`src/hdl/stx_dfr_pkg.sv`:
```
// ----------------------------------------------------------------------------
// STX deframer package
// Shared widths, codes and types of the STX / BCD length / LRC deframer.
// ----------------------------------------------------------------------------
package stx_dfr_pkg;

   // Field widths.
   localparam int BYTE_W     = 8;
   localparam int LEN_W      = 14;
   localparam int TICK_W     = 16;
   localparam int KIND_W     = 2;
   localparam int NIB_W      = 4;
   localparam int CSR_DATA_W = 32;
   localparam int CSR_ADDR_W = 4;

   // Framing constants.
   localparam logic [BYTE_W-1:0] START_BYTE  = 8'h02;
   localparam logic [LEN_W-1:0]  LEN_CAP     = 14'd9999;
   localparam logic [NIB_W-1:0]  DIGIT_MAX   = 4'd9;
   localparam logic [LEN_W-1:0]  MAX_LEN_RST = 14'd8192;

   // Input opcodes.
   typedef enum logic {
      OP_BYTE = 1'b0,
      OP_TICK = 1'b1
   } opcode_type;

   // Result kinds.
   typedef enum logic [KIND_W-1:0] {
      K_PAYLOAD = 2'd0,
      K_GOOD    = 2'd1,
      K_ERROR   = 2'd2,
      K_TIMEOUT = 2'd3
   } kind_type;

   // Receiver phases.
   typedef enum logic [2:0] {
      PH_HUNT    = 3'd0,
      PH_LEN_HI  = 3'd1,
      PH_LEN_LO  = 3'd2,
      PH_PAYLOAD = 3'd3,
      PH_ETX     = 3'd4,
      PH_LRC     = 3'd5
   } phase_type;

   // Register indexes (byte address / 4).
   typedef enum logic [CSR_ADDR_W-3:0] {
      REG_MIN_LEN = 2'd0,
      REG_MAX_LEN = 2'd1,
      REG_TIMEOUT = 2'd2
   } reg_index_type;

   // Register values handed to the receiver.
   typedef struct packed {
      logic [LEN_W-1:0]  min_len;
      logic [LEN_W-1:0]  max_len;
      logic [TICK_W-1:0] timeout;
   } cfg_type;

endpackage

```
`src/hdl/stx_dfr_if.sv`:
```
// ----------------------------------------------------------------------------
// STX deframer channels
// Valid/ready channels for incoming bytes and ticks and for results.
// ----------------------------------------------------------------------------
interface stx_dfr_req_if import stx_dfr_pkg::*; ();
   logic                valid;
   logic                ready;
   logic                opcode;
   logic [BYTE_W-1:0]   rx_byte;

   modport source (output valid, opcode, rx_byte, input ready);
   modport sink   (input valid, opcode, rx_byte, output ready);
endinterface

interface stx_dfr_rsp_if import stx_dfr_pkg::*; ();
   logic                valid;
   logic                ready;
   logic [KIND_W-1:0]   kind;
   logic [BYTE_W-1:0]   payload_byte;
   logic [LEN_W-1:0]    frame_length;

   modport source (output valid, kind, payload_byte, frame_length, input ready);
   modport sink   (input valid, kind, payload_byte, frame_length, output ready);
endinterface

```
`src/hdl/stx_dfr_regs.sv`:
```
// ----------------------------------------------------------------------------
// STX deframer registers
// APB-style register file holding the length bounds and the tick timeout.
// ----------------------------------------------------------------------------
module stx_dfr_regs import stx_dfr_pkg::*; (
   input  logic                  clock,
   input  logic                  reset,
   input  logic                  psel,
   input  logic                  penable,
   input  logic                  pwrite,
   input  logic [CSR_ADDR_W-1:0] paddr,
   input  logic [CSR_DATA_W-1:0] pwdata,
   output logic [CSR_DATA_W-1:0] prdata,
   output logic                  pready,
   output cfg_type               cfg
);

   cfg_type       cfg_ff;
   cfg_type       cfg_in;
   logic          wr_en;
   reg_index_type index;

   assign pready = 1'b1;
   assign wr_en  = psel && penable && pwrite;
   assign index  = reg_index_type'(paddr[CSR_ADDR_W-1:2]);
   assign cfg    = cfg_ff;

   // Write decode; an address beyond the register list is ignored.
   always_comb begin
      cfg_in = cfg_ff;
      if (wr_en) begin
         unique case (index)
            REG_MIN_LEN: cfg_in.min_len = pwdata[LEN_W-1:0];
            REG_MAX_LEN: cfg_in.max_len = pwdata[LEN_W-1:0];
            REG_TIMEOUT: cfg_in.timeout = pwdata[TICK_W-1:0];
            default:     cfg_in = cfg_ff;
         endcase
      end
   end

   always_ff @(posedge clock) begin
      if (reset) begin
         cfg_ff.min_len <= '0;
         cfg_ff.max_len <= MAX_LEN_RST;
         cfg_ff.timeout <= '0;
      end else begin
         cfg_ff <= cfg_in;
      end
   end

   // Read-back mux.
   always_comb begin
      unique case (index)
         REG_MIN_LEN: prdata = CSR_DATA_W'(cfg_ff.min_len);
         REG_MAX_LEN: prdata = CSR_DATA_W'(cfg_ff.max_len);
         REG_TIMEOUT: prdata = CSR_DATA_W'(cfg_ff.timeout);
         default:     prdata = '0;
      endcase
   end

endmodule

```
`src/hdl/stx_bcd_length_lrc_deframer_top.sv`:
```
// ----------------------------------------------------------------------------
// STX / BCD length / LRC deframer
// Hunts for STX, decodes a BCD payload length, streams the payload and
// closes each frame as good, error or timeout.
// ----------------------------------------------------------------------------
//  Channel   Direction  Handshake               Contents
//  req_ch    in         valid/ready             opcode, rx_byte
//  rsp_ch    out        valid/ready             kind, payload_byte, frame_length
//  csr       in/out     psel/penable, pready=1  three registers at 0x0, 0x4, 0x8
//
//  One transaction is taken per cycle while req_ch.ready is high; its single
//  state update is done in the cycle of acceptance and any result lands in
//  the output register, which drives rsp_ch from the cycle after acceptance.
//  Synchronous reset clears all control state and the CSRs, but sets max_len to 8192.
//  A stalled result holds req_ch.ready low only while it is not being taken.
// ----------------------------------------------------------------------------
module stx_bcd_length_lrc_deframer_top import stx_dfr_pkg::*; (
   input  logic                  clock,
   input  logic                  reset,
   stx_dfr_req_if.sink           req_ch,
   stx_dfr_rsp_if.source         rsp_ch,
   input  logic                  psel,
   input  logic                  penable,
   input  logic                  pwrite,
   input  logic [CSR_ADDR_W-1:0] paddr,
   input  logic [CSR_DATA_W-1:0] pwdata,
   output logic [CSR_DATA_W-1:0] prdata,
   output logic                  pready
);

   cfg_type cfg;

   stx_dfr_regs u_regs (
      .clock   (clock),
      .reset   (reset),
      .psel    (psel),
      .penable (penable),
      .pwrite  (pwrite),
      .paddr   (paddr),
      .pwdata  (pwdata),
      .prdata  (prdata),
      .pready  (pready),
      .cfg     (cfg)
   );

   // Receiver state.
   phase_type          phase_ff,  phase_in;
   logic [BYTE_W-1:0]  len_hi_ff, len_hi_in;
   logic [LEN_W-1:0]   plen_ff,   plen_in;
   logic [LEN_W-1:0]   seen_ff,   seen_in;
   logic [BYTE_W-1:0]  lrc_ff,    lrc_in;
   logic [TICK_W-1:0]  ticks_ff,  ticks_in;

   // Output register.
   logic               rsp_valid_ff;
   kind_type           rsp_kind_ff,  rsp_kind_in;
   logic [BYTE_W-1:0]  rsp_byte_ff,  rsp_byte_in;
   logic [LEN_W-1:0]   rsp_len_ff,   rsp_len_in;
   logic               emit;

   logic               accept;
   logic [BYTE_W-1:0]  rx;
   logic [NIB_W-1:0]   d0, d1, d2, d3;
   logic               bcd_ok;
   logic [LEN_W-1:0]   dec_len;
   logic [LEN_W-1:0]   max_eff;
   logic [LEN_W-1:0]   seen_inc;
   logic [TICK_W-1:0]  ticks_inc;

   // The input side moves whenever the output register is free or draining.
   assign req_ch.ready = !rsp_valid_ff || rsp_ch.ready;
   assign accept       = req_ch.valid && req_ch.ready;
   assign rx           = req_ch.rx_byte;

   // BCD length decode from the stored high byte and the incoming low byte.
   assign d0      = rx[NIB_W-1:0];
   assign d1      = rx[BYTE_W-1:NIB_W];
   assign d2      = len_hi_ff[NIB_W-1:0];
   assign d3      = len_hi_ff[BYTE_W-1:NIB_W];
   assign bcd_ok  = (d0 <= DIGIT_MAX) && (d1 <= DIGIT_MAX) &&
                    (d2 <= DIGIT_MAX) && (d3 <= DIGIT_MAX);
   assign dec_len = LEN_W'(d3) * LEN_W'(1000) + LEN_W'(d2) * LEN_W'(100) +
                    LEN_W'(d1) * LEN_W'(10) + LEN_W'(d0);
   assign max_eff = (cfg.max_len > LEN_CAP) ? LEN_CAP : cfg.max_len;

   assign seen_inc  = seen_ff + LEN_W'(1);
   assign ticks_inc = (ticks_ff == '1) ? ticks_ff : ticks_ff + TICK_W'(1);

   // Next state and result for the accepted transaction.
   always_comb begin
      phase_in    = phase_ff;
      len_hi_in   = len_hi_ff;
      plen_in     = plen_ff;
      seen_in     = seen_ff;
      lrc_in      = lrc_ff;
      ticks_in    = ticks_ff;
      emit        = 1'b0;
      rsp_kind_in = K_PAYLOAD;
      rsp_byte_in = '0;
      rsp_len_in  = '0;
      if (accept) begin
         if (opcode_type'(req_ch.opcode) == OP_TICK) begin
            // Ticks count only inside a frame and only with the timeout enabled.
            if (phase_ff != PH_HUNT && cfg.timeout != '0) begin
               ticks_in = ticks_inc;
               if (ticks_inc >= cfg.timeout) begin
                  phase_in    = PH_HUNT;
                  ticks_in    = '0;
                  emit        = 1'b1;
                  rsp_kind_in = K_TIMEOUT;
                  rsp_len_in  = plen_ff;
               end
            end
         end else begin
            unique case (phase_ff)
               PH_HUNT: begin
                  if (rx == START_BYTE) begin
                     phase_in  = PH_LEN_HI;
                     len_hi_in = '0;
                     plen_in   = '0;
                     seen_in   = '0;
                     lrc_in    = '0;
                     ticks_in  = '0;
                  end
               end
               PH_LEN_HI: begin
                  len_hi_in = rx;
                  lrc_in    = lrc_ff ^ rx;
                  phase_in  = PH_LEN_LO;
               end
               PH_LEN_LO: begin
                  lrc_in = lrc_ff ^ rx;
                  if (!bcd_ok) begin
                     phase_in    = PH_HUNT;
                     ticks_in    = '0;
                     emit        = 1'b1;
                     rsp_kind_in = K_ERROR;
                  end else begin
                     plen_in = dec_len;
                     if (dec_len < cfg.min_len || dec_len > max_eff) begin
                        phase_in    = PH_HUNT;
                        ticks_in    = '0;
                        emit        = 1'b1;
                        rsp_kind_in = K_ERROR;
                        rsp_len_in  = dec_len;
                     end else begin
                        seen_in  = '0;
                        phase_in = (dec_len == '0) ? PH_ETX : PH_PAYLOAD;
                     end
                  end
               end
               PH_PAYLOAD: begin
                  lrc_in      = lrc_ff ^ rx;
                  seen_in     = seen_inc;
                  if (seen_inc >= plen_ff) begin
                     phase_in = PH_ETX;
                  end
                  emit        = 1'b1;
                  rsp_kind_in = K_PAYLOAD;
                  rsp_byte_in = rx;
               end
               PH_ETX: begin
                  lrc_in   = lrc_ff ^ rx;
                  phase_in = PH_LRC;
               end
               PH_LRC: begin
                  phase_in    = PH_HUNT;
                  ticks_in    = '0;
                  emit        = 1'b1;
                  rsp_kind_in = (rx == lrc_ff) ? K_GOOD : K_ERROR;
                  rsp_len_in  = plen_ff;
               end
               default: begin
                  phase_in = PH_HUNT;
                  ticks_in = '0;
               end
            endcase
         end
      end
   end

   // State registers.
   always_ff @(posedge clock) begin
      if (reset) begin
         phase_ff  <= PH_HUNT;
         len_hi_ff <= '0;
         plen_ff   <= '0;
         seen_ff   <= '0;
         lrc_ff    <= '0;
         ticks_ff  <= '0;
      end else begin
         phase_ff  <= phase_in;
         len_hi_ff <= len_hi_in;
         plen_ff   <= plen_in;
         seen_ff   <= seen_in;
         lrc_ff    <= lrc_in;
         ticks_ff  <= ticks_in;
      end
   end

   // Result register: loaded on a new result, cleared once taken.
   always_ff @(posedge clock) begin
      if (reset) begin
         rsp_valid_ff <= 1'b0;
      end else if (emit) begin
         rsp_valid_ff <= 1'b1;
      end else if (rsp_ch.ready) begin
         rsp_valid_ff <= 1'b0;
      end
   end

   always_ff @(posedge clock) begin
      if (emit) begin
         rsp_kind_ff <= rsp_kind_in;
         rsp_byte_ff <= rsp_byte_in;
         rsp_len_ff  <= rsp_len_in;
      end
   end

   assign rsp_ch.valid        = rsp_valid_ff;
   assign rsp_ch.kind         = rsp_kind_ff;
   assign rsp_ch.payload_byte = rsp_byte_ff;
   assign rsp_ch.frame_length = rsp_len_ff;

`ifndef ASSERT_OFF
   // The tick counter is idle while hunting.
   a_hunt_ticks_clear: assert property (@(posedge clock) disable iff (reset)
      phase_ff == PH_HUNT |-> ticks_ff == '0)
      else $error("tick counter running while hunting");

   // Inside the payload the byte count stays below the decoded length.
   a_payload_count: assert property (@(posedge clock) disable iff (reset)
      phase_ff == PH_PAYLOAD |-> seen_ff < plen_ff)
      else $error("payload count reached length inside payload phase");

   // Payload results carry no length; end results carry no byte.
   a_payload_fields: assert property (@(posedge clock) disable iff (reset)
      rsp_valid_ff |-> (rsp_kind_ff == K_PAYLOAD ? rsp_len_ff == '0
                                                 : rsp_byte_ff == '0))
      else $error("result carries a field that its kind leaves zero");

   // The input side stalls only behind a pending result.
   a_stall_cause: assert property (@(posedge clock) disable iff (reset)
      !req_ch.ready |-> rsp_valid_ff)
      else $error("input stalled with empty result register");

   // No result is pending right after reset.
   a_reset_empty: assert property (@(posedge clock)
      $past(reset) |-> !rsp_valid_ff)
      else $error("result valid right after reset");
`endif

endmodule
```
`src/flat_wrapper.sv`:
```
// flat-port wrapper written by rule: the top's interface ports become plain ports
module stx_bcd_length_lrc_deframer_top_flat import stx_dfr_pkg::*;
  (clock, reset, psel, penable, pwrite, paddr, pwdata, prdata, pready, req_ch_valid, req_ch_opcode, req_ch_rx_byte, req_ch_ready, rsp_ch_valid, rsp_ch_kind, rsp_ch_payload_byte, rsp_ch_frame_length, rsp_ch_ready);
  stx_dfr_req_if req_ch_i ();
  stx_dfr_rsp_if rsp_ch_i ();
  input  logic clock;
  input  logic reset;
  input  logic psel;
  input  logic penable;
  input  logic pwrite;
  input  logic [CSR_ADDR_W-1:0] paddr;
  input  logic [CSR_DATA_W-1:0] pwdata;
  output logic [CSR_DATA_W-1:0] prdata;
  output logic pready;
  input wire logic [$bits(req_ch_i.valid)-1:0] req_ch_valid;
  input wire logic [$bits(req_ch_i.opcode)-1:0] req_ch_opcode;
  input wire logic [$bits(req_ch_i.rx_byte)-1:0] req_ch_rx_byte;
  output wire logic [$bits(req_ch_i.ready)-1:0] req_ch_ready;
  output wire logic [$bits(rsp_ch_i.valid)-1:0] rsp_ch_valid;
  output wire logic [$bits(rsp_ch_i.kind)-1:0] rsp_ch_kind;
  output wire logic [$bits(rsp_ch_i.payload_byte)-1:0] rsp_ch_payload_byte;
  output wire logic [$bits(rsp_ch_i.frame_length)-1:0] rsp_ch_frame_length;
  input wire logic [$bits(rsp_ch_i.ready)-1:0] rsp_ch_ready;
  assign req_ch_i.valid = req_ch_valid;
  assign req_ch_i.opcode = req_ch_opcode;
  assign req_ch_i.rx_byte = req_ch_rx_byte;
  assign req_ch_ready = req_ch_i.ready;
  assign rsp_ch_valid = rsp_ch_i.valid;
  assign rsp_ch_kind = rsp_ch_i.kind;
  assign rsp_ch_payload_byte = rsp_ch_i.payload_byte;
  assign rsp_ch_frame_length = rsp_ch_i.frame_length;
  assign rsp_ch_i.ready = rsp_ch_ready;
  stx_bcd_length_lrc_deframer_top u_core (.clock(clock), .reset(reset), .req_ch(req_ch_i), .rsp_ch(rsp_ch_i), .psel(psel), .penable(penable), .pwrite(pwrite), .paddr(paddr), .pwdata(pwdata), .prdata(prdata), .pready(pready));
endmodule
```
`config.mk`:
```
export PLATFORM = sky130hd
export DESIGN_NAME = stx_bcd_length_lrc_deframer_top_flat
export DESIGN_NICKNAME = d
export VERILOG_FILES = /design/src/hdl/stx_dfr_pkg.sv /design/src/hdl/stx_dfr_if.sv /design/src/hdl/stx_dfr_regs.sv /design/src/hdl/stx_bcd_length_lrc_deframer_top.sv /design/src/flat_wrapper.sv
export SDC_FILE = /design/constraint.sdc
export NUM_CORES = 1
export LEC_CHECK = 0
export ABC_CLOCK_PERIOD_IN_PS = 9000
export BUFFER_PORTS_ARGS = -buffer_cell sky130_fd_sc_hd__clkbuf_2
export CORE_MARGIN = 5
export CORE_UTILIZATION = 54
export CTS_CLUSTER_DIAMETER = 60
export CTS_CLUSTER_SIZE = 25
export DETAILED_ROUTE_END_ITERATION = 12
export HOLD_SLACK_MARGIN = 0.1
export PLACE_DENSITY = 0.78
export SYNTH_ARGS = -nofsm -noshare
export SYNTH_HDL_FRONTEND = slang
export SYNTH_SLANG_ARGS = --single-unit
```
`constraint.sdc`:
```
create_clock -name clock -period 9 [get_ports clock]
set_input_delay 2.7 -clock clock [delete_from_list [all_inputs] [get_ports clock]]
set_output_delay 2.7 -clock clock [all_outputs]
set_load 0.1 [all_outputs]
```
==> results.cfg <==
[hold_path]
worstHoldStart = u_core.u_regs.cfg[40]
min_to = u_core.u_regs.cfg[40]
min_path_cells = 2
hp-class = flip-flop to flip-flop

[sta]
period_minus_slack_ns = 8.35
fin_tns_setup_ns = 0
rsz0062_at_grt = false
timing.fmax_mhz = 120
worst_slack_ns = 0.650
worst_pin_slew_ns = 1.06
post-route-period-util_pct = 92.8
slew_headroom_pct = 28.8
maxSlewViolCount = 0
setup_viol_count_final = 0
finalHoldViolations = 0
fin_skew_ns = 0.00777

[routing]
routed_wl_um = 23900
final_antenna_net_count = 0
drt_iter0_drc = 759
drt_first_pass_iters = 5
wire_per_inst_um = 16.5
remaining_drc_errors = 0
dr_total_vias = 8400
viasPerCell = 5.79

[clock_tree]
cts_resized = 0
cts_made_buffers = 17
cts_buffer_depth = 2
postCtsHoldBufs = 0
clock_sinks = 132
insertion_delay_ns = 0.43
cts_setup_buffers = 0
htree_levels = 4
cts_root_buf = clkbuf_16
cts_tree = built
clkTransAtPathRegs_ns = 0.06

[yosys]
synth_edf_count = 24
ys.warnings.count = 0
async_flop_share_pct = 0
synth_most_common_cell = nand2_1
synth_top_area_share_pct = 22.4
ys_ff_latch = 132
synthCells = 1158
synth_top_cell_by_area = dfxtp_1
synth-main-ff-cell = dfxtp_1
syn_area_um2 = 9660
yosysUniqueCellTypes = 78
netlist_top_cells_count = 163 x nand2_1, 114 x ha_1, 108 x dfxtp_1
ys_seq_area_share_pct = 29.9
ys_top_cells_by_area = dfxtp_1 22%, ha_1 15%, edfxtp_1 7.5%, nand2_1 6.3%, a21oi_1 5.3%
synth.avg_cell_area_um2 = 8.34

[critical_path]
rr_worst_depth = 25
timing.rr.start = u_core.len_hi_ff[6]
cp-startpoint = req_ch_rx_byte[4]
required_ns = 9.11
crit_arrival_ns = 8.46
worstPathMaxFanout = 17
critPathSlowestCell = fa_1
rrSetupSlack_ns = 2.17
r2r-end = u_core.rsp_ch.frame_length[5]
crit_top_cell = ha_1
crit_buf_inv = 5
critPathLaunchType = input port
slowest_delay_ns = 0.57
critical_path.cell_chain = clkbuf_2, ha_1, ha_1, inv_1, fa_1, fa_1, inv_1, ha_1, ha_1, a21oi_1, o211ai_1, a21o_1, o41a_1, xor2_1, inv_1, ha_1, a211oi_1, a21oi_2, a31oi_1, a21boi_0, o21ai_2, buf_4
crit_type = input port to flip-flop
cp-end-kind = flip-flop
cp_top_family = adder cells

[floorplanning]
rows = 49
fp.coreArea_um2 = 17800
die_area_um2 = 20700
die_y_um = 144
top_level_ports = 111
die-width_um = 144
start_util_pct = 54.3

[job]
cap_violations = 0

[final_layout]
regArea_um2 = 2880
nets = 1392
n_fill_cell = 1595
area_growth_pct = 10.5
diodes = 0
drive_above_1_share_pct = 11.6
multiInputGateArea_um2 = 6130

[placed_design]
dpl.hpwl_um = 17800
dp_slack_ns = 0.278
io_buffers = 75
globalplace.congestion = 0.879

[power]
leakage_nw = 4.52
ir_worst_vdd_mv = 0.156
powerDensity_nw_per_um2 = 136

[global_routing]
antenna_found_initial = 0
grt-ovfl-total = 0
grt_pass1_wl_um = 38800
grt_usage_pct = 23.3
grt_pass1_vias = 8011
grt_max_degree = 58

[run_status]
status = complete, no violations
-- per-stage QoR --
stage	total power (W)	cells	utilization, %	hold slack [ns]	instance area [um^2]
finish	0.00145	1451	60.0	0.471	10700
global placement	0.000821	1419	57.0	0.457	10100
CTS	0.00146	1451	60.0	0.472	10700
detailed placement	0.000825	1419	57.0	0.464	10100
floorplan	0.000780	1173	-	0.444	9710
global route	0.00151	1451	60.0	0.484	10700
-- power breakdown --
group	internal [W]	leakage, nW	total, W	switching [W]
combinational	0.0000663	3.15	0.000212	0.000145
sequential	0.000602	1.11	0.000605	0.00000296
clock	0.000365	0.259	0.000635	0.000270
-- cells by family (layout without fill, tap and decap cells) --
group / count (synthesis) / count (layout) / synth area share, %
AO/OA/AOI/OAI: 280 / 280 / 18.8
XOR/XNOR: 50 / 50 / 4.61
adder cells (fa/ha/maj): 132 / 132 / 18.4
buffers and inverters: 168 / 217 / 7.41
flip-flops: 132 / 132 / 29.9
multiplexers: 21 / 21 / 2.20
other: 2 / 17 / 0.0778
AND/OR/NAND/NOR: 373 / 373 / 18.6
-- cell type report --
class                   count  share of cell area [%]
clock buffers              20                    4.28
flip-flops and latches    132                    27.0
inverters                  98                    3.45
well taps                 229                    2.68
multi-input cells         873                    57.4
repair buffers             87                    4.39
clock inverters            12                   0.774
-- worst register-to-register path: stages, from the launching register on --
cell,delay (ns)
dfxtp_1,0.41
fa_1,0.62
inv_1,0.10
fa_1,0.51
inv_1,0.04
ha_1,0.33
nor2b_1,0.14
o21ai_0,0.21
nand2_1,0.10
xnor2_1,0.13
ha_1,0.28
ha_1,0.30
ha_1,0.36
o21a_1,0.20
o21ai_0,0.14
nand2b_1,0.07
o41a_1,0.11
xor2_1,0.40
inv_1,0.21
ha_1,0.25
a211oi_1,0.27
a21oi_2,0.16
a31oi_1,0.51
a21boi_0,0.21
o21ai_2,0.17
buf_4,0.28
-- registers in the layout (all words and copies together) (netlist names) --
| register | cells |
|---|---|
| u_core.u_regs.cfg | 44 |
| u_core.ticks_ff | 16 |
| u_core.plen_ff | 14 |
| u_core.rsp_ch.frame_length | 14 |
| u_core.seen_ff | 14 |
| u_core.len_hi_ff | 8 |
| u_core.lrc_ff | 8 |
| u_core.rsp_ch.payload_byte | 8 |
| u_core.phase_ff | 3 |
| u_core.rsp_ch.kind | 2 |
| u_core.rsp_ch.valid | 1 |
-- metal layers --
metal	global-route usage, %	part of all wire, %	vias up
li1	-	-	4121
met1	30.4	44	3955
met2	38.8	48	280
met3	4.63	6.4	44
met4	7.38	2.1	0
met5	0	0	-
-- cells in the final DEF (no fill, tap or decap), types with 9 or more instances in the layout --
cell	netlist	final
clkbuf_16	0	17
xnor2_1	33	33
a22o_1	14	14
a211oi_1	16	16
nand3_1	30	30
fa_1	17	17
nand2b_1	24	24
ha_1	114	114
o21a_1	10	10
clkbuf_2	1	74
a22oi_1	10	10
conb_1	2	17
nand4_1	13	13
edfxtp_1	24	24
and2_1	10	10
nor4_1	10	10
dfxtp_1	108	108
inv_1	98	98
a21o_1	21	21
nor2_1	56	56
mux2i_1	19	19
o21ai_0	46	45
nand2_1	163	163
nand3b_1	9	9
buf_4	19	13
and3_1	14	14
a21oi_1	103	103
nor2b_1	11	11
xor2_1	16	16
-- worst max-delay path by stage --
| stage | slack [ns] | cells past startpoint | endpoint |
|---|---|---|---|
| 3_3_place_gp | 0.38 | 22 | u_core.rsp_ch.frame_length[8] |
| 3_5_place_dp | 0.28 | 22 | u_core.rsp_ch.frame_length[7] |
| 2_1_floorplan | 0.20 | 20 | u_core.rsp_ch.frame_length[0] |
| 6_report | 0.65 | 22 | u_core.rsp_ch.frame_length[5] |
| 4_1_cts | 0.68 | 22 | u_core.rsp_ch.frame_length[5] |
| 5_1_grt | 0.29 | 22 | u_core.rsp_ch.frame_length[5] |
(Power assumes the default switching activity.)
